File: src/design/fpp_pkg.sv
package fpp_pkg;

    // Reply characters the parser reacts to
    localparam logic [7:0] CH_COMMA = 8'h2C;
    localparam logic [7:0] CH_CLOSE = 8'h29;
    localparam logic [7:0] CH_SPACE = 8'h20;
    localparam logic [7:0] CH_ZERO  = 8'h30;
    localparam logic [7:0] CH_NINE  = 8'h39;

    // Reply code must be exactly this many characters
    localparam logic [2:0] CODE_CHARS = 3'd3;
    // Character counters saturate here
    localparam logic [2:0] COUNT_MAX = 3'd7;

    // Default longest port field, in characters
    localparam int FIELD_CHARS_DEF = 3;

    // Field values are clamped at 256, so nine bits hold them
    localparam int VAL_W = 9;
    localparam logic [VAL_W-1:0] VAL_CLAMP = 9'd256;
    localparam int ACC_W = 12;
    localparam logic [ACC_W-1:0] BYTE_MAX = 12'd255;

    typedef enum logic [6:0] {
        PH_CODE  = 7'b0000001,
        PH_SKIP1 = 7'b0000010,
        PH_SKIP2 = 7'b0000100,
        PH_SKIP3 = 7'b0001000,
        PH_SKIP4 = 7'b0010000,
        PH_HIGH  = 7'b0100000,
        PH_LOW   = 7'b1000000
    } phase_t;

    typedef enum logic [1:0] {
        ST_OK        = 2'd0,
        ST_BAD_CODE  = 2'd1,
        ST_BAD_FIELD = 2'd2
    } status_t;

    typedef struct packed {
        logic        hit;
        logic [15:0] port;
        status_t     status;
    } result_t;

endpackage

File: src/design/fpp_core.sv
module fpp_core #(
    parameter int FIELD_CHARS = fpp_pkg::FIELD_CHARS_DEF
) (
    input  logic             clk,
    input  logic             rst_n,
    input  logic             en,
    input  logic [7:0]       rx_char,
    output fpp_pkg::result_t res
);
    import fpp_pkg::*;

    localparam logic [2:0] FIELD_LIMIT = 3'(FIELD_CHARS);

    phase_t           phase_reg, phase_next;
    logic [2:0]       count_reg, count_next;
    logic [VAL_W-1:0] high_reg, high_next;
    logic [VAL_W-1:0] low_reg, low_next;
    logic             ended_reg, ended_next;
    logic             begun_reg, begun_next;
    logic             ovf_reg, ovf_next;

    // One field character, atoi style
    logic [VAL_W-1:0] fld_val;
    logic [VAL_W-1:0] fc_val;
    logic [ACC_W-1:0] acc;
    logic [2:0]       fc_count;
    logic             fc_ovf;
    logic             fc_ended;
    logic             fc_begun;
    logic             is_digit;

    always_comb
    begin
        fld_val  = (phase_reg == PH_LOW) ? low_reg : high_reg;
        is_digit = rx_char inside {[CH_ZERO:CH_NINE]};
        acc      = ACC_W'(fld_val) * ACC_W'(10) + ACC_W'(rx_char[3:0]);
        fc_count = (count_reg < COUNT_MAX) ? count_reg + 3'd1 : count_reg;
        fc_ovf   = ovf_reg || (fc_count > FIELD_LIMIT);
        fc_val   = fld_val;
        fc_ended = ended_reg;
        fc_begun = begun_reg;
        if (!ended_reg)
        begin
            if (is_digit)
            begin
                fc_begun = 1'b1;
                if (acc > BYTE_MAX)
                begin
                    fc_ovf = 1'b1;
                    fc_val = VAL_CLAMP;
                end
                else
                begin
                    fc_val = acc[VAL_W-1:0];
                end
            end
            else if (!(rx_char == CH_SPACE && !begun_reg))
            begin
                fc_ended = 1'b1;
            end
        end
    end

    always_comb
    begin
        phase_next = phase_reg;
        count_next = count_reg;
        high_next  = high_reg;
        low_next   = low_reg;
        ended_next = ended_reg;
        begun_next = begun_reg;
        ovf_next   = ovf_reg;
        res.hit    = 1'b0;
        res.port   = '0;
        res.status = ST_OK;

        case (phase_reg)
            PH_SKIP1, PH_SKIP2, PH_SKIP3, PH_SKIP4:
            begin
                if (rx_char == CH_COMMA)
                begin
                    case (phase_reg)
                        PH_SKIP1: phase_next = PH_SKIP2;
                        PH_SKIP2: phase_next = PH_SKIP3;
                        PH_SKIP3: phase_next = PH_SKIP4;
                        default:  phase_next = PH_HIGH;
                    endcase
                    count_next = '0;
                    ended_next = 1'b0;
                    begun_next = 1'b0;
                end
            end
            PH_HIGH:
            begin
                if (rx_char == CH_COMMA)
                begin
                    phase_next = PH_LOW;
                    count_next = '0;
                    ended_next = 1'b0;
                    begun_next = 1'b0;
                end
                else
                begin
                    count_next = fc_count;
                    ovf_next   = fc_ovf;
                    ended_next = fc_ended;
                    begun_next = fc_begun;
                    high_next  = fc_val;
                end
            end
            PH_LOW:
            begin
                if (rx_char == CH_CLOSE)
                begin
                    res.hit = 1'b1;
                    if (ovf_reg)
                    begin
                        res.status = ST_BAD_FIELD;
                    end
                    else
                    begin
                        res.port = {high_reg[7:0], low_reg[7:0]};
                    end
                    phase_next = PH_CODE;
                    count_next = '0;
                    high_next  = '0;
                    low_next   = '0;
                    ended_next = 1'b0;
                    begun_next = 1'b0;
                    ovf_next   = 1'b0;
                end
                else
                begin
                    count_next = fc_count;
                    ovf_next   = fc_ovf;
                    ended_next = fc_ended;
                    begun_next = fc_begun;
                    low_next   = fc_val;
                end
            end
            default:
            begin
                // Reply code: count characters up to the first space
                if (rx_char == CH_SPACE)
                begin
                    if (count_reg != CODE_CHARS)
                    begin
                        res.hit    = 1'b1;
                        res.status = ST_BAD_CODE;
                        phase_next = PH_CODE;
                        high_next  = '0;
                        low_next   = '0;
                        ovf_next   = 1'b0;
                    end
                    else
                    begin
                        phase_next = PH_SKIP1;
                    end
                    count_next = '0;
                    ended_next = 1'b0;
                    begun_next = 1'b0;
                end
                else if (count_reg < COUNT_MAX)
                begin
                    count_next = count_reg + 3'd1;
                end
            end
        endcase
    end

    always_ff @(posedge clk or negedge rst_n)
    begin
        if (!rst_n)
        begin
            phase_reg <= PH_CODE;
            count_reg <= '0;
            high_reg  <= '0;
            low_reg   <= '0;
            ended_reg <= 1'b0;
            begun_reg <= 1'b0;
            ovf_reg   <= 1'b0;
        end
        else if (en)
        begin
            phase_reg <= phase_next;
            count_reg <= count_next;
            high_reg  <= high_next;
            low_reg   <= low_next;
            ended_reg <= ended_next;
            begun_reg <= begun_next;
            ovf_reg   <= ovf_next;
        end
    end

endmodule

File: src/design/ftp_passive_port_parser.sv
// FTP passive-mode reply port parser.
//
// Input channel (rx_valid / rx_stall / rx_byte): one reply character per beat,
// e.g. "227 Entering Passive Mode (h1,h2,h3,h4,p1,p2)". A beat is taken at a
// rising edge with rx_valid high and rx_stall low.
// Result channel (res_valid / res_stall / port / status): one beat per reply,
// issued on the closing parenthesis, or on the first space when the reply
// code is not three characters long (status 1). status 2 flags a port field
// longer than FIELD_CHARS characters or a value above 255; port is zero
// whenever status is not 0. Bytes that end nothing give no result beat.
// Timing: a byte goes into an input register and is parsed from there once
// the output register is free; its result is written into the output register
// at the edge that parses the byte. Unless res_stall holds a result, one byte
// per cycle is taken back to back; the output register decouples the two sides.
// When res_stall holds a result, the parser stops and the input register
// fills; rx_stall then rises until the result beat leaves.
// Reset (rst_n low, asynchronous) drops any held byte and result and returns
// the parser to waiting for a reply code.
module ftp_passive_port_parser #(
    parameter int FIELD_CHARS = fpp_pkg::FIELD_CHARS_DEF
) (
    input  logic        clk,
    input  logic        rst_n,
    input  logic        rx_valid,
    output logic        rx_stall,
    input  logic [7:0]  rx_byte,
    output logic        res_valid,
    input  logic        res_stall,
    output logic [15:0] port,
    output logic [1:0]  status
);
    import fpp_pkg::*;

    logic        byte_valid_reg;
    logic [7:0]  byte_reg;
    logic        res_valid_reg;
    logic [15:0] port_reg;
    logic [1:0]  status_reg;

    logic        out_free;
    logic        advance;
    logic        rx_take;
    result_t     core_res;

    // Output register can take a new result when empty or draining this cycle
    assign out_free = !res_valid_reg || !res_stall;
    // Parse the held byte when its result (if any) has somewhere to go
    assign advance  = byte_valid_reg && out_free;
    assign rx_stall = byte_valid_reg && !out_free;
    assign rx_take  = rx_valid && !rx_stall;

    fpp_core #(
        .FIELD_CHARS(FIELD_CHARS)
    ) u_core (
        .clk     (clk),
        .rst_n   (rst_n),
        .en      (advance),
        .rx_char (byte_reg),
        .res     (core_res)
    );

    // Input register: hold while stalled, drop once parsed
    always_ff @(posedge clk or negedge rst_n)
    begin
        if (!rst_n)
        begin
            byte_valid_reg <= 1'b0;
        end
        else if (rx_take)
        begin
            byte_valid_reg <= 1'b1;
        end
        else if (advance)
        begin
            byte_valid_reg <= 1'b0;
        end
    end

    always_ff @(posedge clk)
    begin
        if (rx_take)
        begin
            byte_reg <= rx_byte;
        end
    end

    // Result register: advance on a parsed byte, hold while stalled
    always_ff @(posedge clk or negedge rst_n)
    begin
        if (!rst_n)
        begin
            res_valid_reg <= 1'b0;
        end
        else if (out_free)
        begin
            res_valid_reg <= advance && core_res.hit;
        end
    end

    always_ff @(posedge clk)
    begin
        if (advance && core_res.hit)
        begin
            port_reg   <= core_res.port;
            status_reg <= core_res.status;
        end
    end

    assign res_valid = res_valid_reg;
    assign port      = port_reg;
    assign status    = status_reg;

    // A parsed byte that closes a reply must show up as a result beat
    assert property (@(posedge clk) disable iff (!rst_n)
        (advance && core_res.hit) |=> res_valid_reg)
    else $error("parsed result did not reach the output register");

    // Stall toward the sender only while a byte is held
    assert property (@(posedge clk) disable iff (!rst_n)
        rx_stall |-> byte_valid_reg)
    else $error("input stalled with no byte held");

    // Any error status carries a zero port
    assert property (@(posedge clk) disable iff (!rst_n)
        (res_valid_reg && status_reg != ST_OK) |-> (port_reg == 16'd0))
    else $error("error result with nonzero port");

endmodule

File: config.mk
export PLATFORM = sky130hd
export DESIGN_NAME = ftp_passive_port_parser
export DESIGN_NICKNAME = d
export VERILOG_FILES = /design/src/design/fpp_pkg.sv /design/src/design/fpp_core.sv /design/src/design/ftp_passive_port_parser.sv
export SDC_FILE = /design/constraint.sdc
export NUM_CORES = 1
export LEC_CHECK = 0
export BUFFER_PORTS_ARGS = -buffer_cell sky130_fd_sc_hd__buf_2
export CORE_UTILIZATION = 30
export DETAILED_ROUTE_END_ITERATION = 7
export PLACE_DENSITY_LB_ADDON = 0.08
export SLEW_MARGIN = 20
export SYNTH_ARGS = -nofsm -noshare
export SYNTH_HDL_FRONTEND = slang
export SYNTH_SLANG_ARGS = --single-unit
export TNS_END_PERCENT = 1
File: constraint.sdc
create_clock -name clk -period 4.1 [get_ports clk]
set_clock_uncertainty 0.05 [all_clocks]
set_input_delay 0.41 -clock clk [delete_from_list [all_inputs] [get_ports clk]]
set_output_delay 0.41 -clock clk [all_outputs]
set_load 0.005 [all_outputs]
==> impl_metrics.yaml <==
synth:
  ys_seq_elements: 59
  synth_xor_area_share_pct: 3.17
  ys_types: 59
  synthCells: 359
  synth-adder-area-share_pct: 7.42
  synth-edff-count: 26
  synth_mux_area_share_pct: 4.54
  synth.top_cell.area_share_pct: 22.5
  synth_area_per_cell_um2: 9.91
  ys_seq_area_share_pct: 45.2
  synthTopCellsByArea: "dfrtp_1, edfxtp_1, ha_1"
  syn-num-nets: 390
  synth_compound_area_share_pct: 16.6
  synth_warnings: 0
  synthSimpleGateAreaFrac_pct: 20.4
  synthArstFlopShare_pct: 55.9
  synth_top_flop_cell: "dfrtp_1"
  synth_top_family_by_area: "simple AND/OR/NAND/NOR gates"
  synth_top_area_cell: "dfrtp_1"
  synthesis.area_mm2: 0.00356
sta:
  rsz0062_at_grt: "false"
  worstMarginPinSlew_ns: 0.801
  fin_crit_ns: 3.95
  timing.fmax_ghz: 0.253
  setup_tns_ns: 0
  relSlewSlack_pct: 46.3
  holdWs_ns: 0.109
  hold_viol_final: 0
  setup_viol: 0
  fin_crit_sh_pct: 96.3
  slew_viol_final: 0
setup_path:
  required_ns: 4.27
  regToRegStartpoint: "u_core.phase_reg[6]$_DFFE_PN0P_"
  crit_path_max_fanout: 15
  worstSetupStartpointType: "flop"
  end_kind: "flop"
  critPathArrivalTime_ns: 4.12
  worstRegToRegCells: 16
  r2r_end: "u_core.high_reg[2]$_DFFE_PN0P_"
  critical_path_class: "flop to flop"
  reg2reg_slack_ns: 0.15
flow_run:
  drv_cap: 0
outcome:
  status: "finished clean"
global_routing:
  antenna_found_initial: 0
  overflow: 0
  grt_pass1_vias: 2850
  grt_pass1_wl_um: 15400
  grt_max_degree: 34
  grt_use_total_pct: 16.1
routing:
  ant_nets: 0
  drt_pre_antenna_iters: 4
  drt-wirelength-per-cell_um: 16.2
  drtIter0Drc: 101
  via_count: 2911
  postRouteWirelength_um: 9250
  via_per_inst: 5.10
  drc: 0
finish:
  largest_reg_flops: 16
  drive_gt1_share_pct: 25.7
  final_nets: 454
  fillers: 1125
  regArea_mm2: 0.00161
  syn_to_final_growth_pct: 25.5
  multi_input_area_mm2: 0.00193
  stdcell_area_mm2: 0.00446
  antenna_cells: 0
floorplan:
  die_w_um: 111
  initial_core_util_pct: 31.0
  rows: 39
  core-area_mm2: 0.0115
  dieArea_mm2: 0.0123
  die_y_um: 111
  io_pins: 32
clock_network:
  ctsHoldBuffers: 0
  tritoncts: "built"
  root_buffer: "clkbuf_16"
  clk_latency_ns: 0.32
  htree_num_levels: 3
  numCtsBuffers: 9
  cts_buffer_depth: 2
  clock-sinks: 59
  postCtsSetupBuffers: 0
  clk_pin_slew_ns: 0.05
placed_design:
  hpwlAfterDp_um: 6820
  dpl-instance-area_mm2: 0.00410
  io_buffers: 31
  globalplace.congestion: 0.774
pwr:
  leakagePower_nw: 1.93
  ir_drop_mv: 0.150
  finalPower_w: 0.00173
  power.density_mw_per_mm2: 388
min_path:
  hold_class: "input pin to asynchronous set/reset pin"
[cell families (layout without fill, tap and decap cells)]
logic type,after synthesis,after routing
buf+inv,23,92
flops,59,59
compound gates,91,91
mux,15,15
xor+xnor,12,12
fa+ha+maj,20,20
simple gates,139,139
[final cells by class]
class                           count  area share [%]
Inverter                           13            1.09
Clock inverter                      5            1.21
Clock buffer                       11            5.21
Sequential cell                    59            36.0
Timing Repair Buffer               63            9.14
Tap cell                          143            4.01
Multi-Input combinational cell    277            43.3
[stage by stage]
step | worst slack [ns] | util, % | std cells
after floorplan | 0.0232 | - | 359
after global placement | 0.0137 | 35.7 | 555
after detailed placement | 0.00684 | 35.7 | 555
after CTS | 0.0686 | 38.4 | 571
after global routing | 0.00950 | 38.9 | 571
final | 0.152 | 38.9 | 571
[cells in the mapped netlist, types with 8 or more instances]
cell type	instances
nor2_1	29
a22oi_1	10
inv_1	13
and2_1	20
o21ai_0	24
dfrtp_1	32
xor2_1	9
ha_1	17
edfxtp_1	26
mux2i_1	8
a21oi_1	16
nand2_1	42
o21ai_1	10
[layout by cell type, fill, tap and decap left out, types with 3 or more instances in the layout]
| cell type | Yosys | final |
|---|---|---|
| nand2_1 | 42 | 42 |
| dfrtp_1 | 32 | 32 |
| buf_2 | 2 | 31 |
| buf_4 | 0 | 31 |
| nor2_1 | 29 | 29 |
| edfxtp_1 | 26 | 26 |
| o21ai_0 | 24 | 24 |
| and2_1 | 20 | 20 |
| ha_1 | 17 | 17 |
| a21oi_1 | 16 | 16 |
| inv_1 | 13 | 13 |
| a22oi_1 | 10 | 10 |
| o21ai_1 | 10 | 10 |
| clkbuf_16 | 0 | 9 |
| xor2_1 | 9 | 8 |
| mux2i_1 | 8 | 7 |
| mux2_2 | 6 | 6 |
| nor3_1 | 5 | 5 |
| nand3_1 | 5 | 5 |
| nor4b_1 | 4 | 4 |
| nor4_1 | 6 | 4 |
| or2_2 | 4 | 4 |
| o31ai_1 | 4 | 4 |
| or4_1 | 3 | 3 |
| nand2b_1 | 3 | 3 |
| a22o_1 | 3 | 3 |
| a21o_1 | 3 | 3 |
| clkinv_2 | 0 | 3 |
[what timing repair did]
action | 4_1_cts | 5_1_grt
gates resized for setup | 3 | 9
pin swaps | 0 | 2
endpoints found under the setup margin | 2 | 13
[where the power goes]
group | switching (W) | internal (W) | leakage [nW]
clock network | 0.000258 | 0.000468 | 0.143
registers | 0.0000473 | 0.000665 | 0.672
logic | 0.000157 | 0.000135 | 1.12
[critical path, stage by stage, from the launching register on]
cell     delay (ns)
dfrtp_1        0.38
nor3b_2        0.15
buf_4          0.14
nand2_1        0.06
buf_4          0.18
mux2_2         0.38
ha_1           0.30
ha_1           0.24
fa_2           0.58
nand3_1        0.10
nor4_2         0.15
buf_4          0.15
mux2i_1        0.17
and3_1         0.22
mux2i_2        0.10
buf_12         0.17
o41ai_4        0.29
[routing by layer]
metal | global-route usage (%) | vias to the layer above | wire (um)
met5 | 0 | - | 0
met4 | 5.07 | 0 | 95
met3 | 3.01 | 7 | 325
met2 | 23.6 | 51 | 3970
met1 | 23.9 | 1395 | 4860
li1 | - | 1458 | -
[how the worst max path moves through the flow]
stage               cells after the start                              to  slack, ns                       startpoint
finish                                 16  u_core.high_reg[2]$_DFFE_PN0P_       0.15  u_core.phase_reg[6]$_DFFE_PN0P_
global route                           16  u_core.high_reg[2]$_DFFE_PN0P_       0.01  u_core.phase_reg[6]$_DFFE_PN0P_
CTS                                    19  u_core.high_reg[2]$_DFFE_PN0P_       0.07  u_core.phase_reg[3]$_DFFE_PN0P_
detailed placement                     16  u_core.high_reg[2]$_DFFE_PN0P_      0.007  u_core.phase_reg[1]$_DFFE_PN0P_
global placement                       18  u_core.high_reg[2]$_DFFE_PN0P_       0.01  u_core.phase_reg[1]$_DFFE_PN0P_
floorplan                              16   u_core.low_reg[1]$_DFFE_PN0P_       0.02  u_core.phase_reg[4]$_DFFE_PN0P_
(Power assumes the default switching activity.)
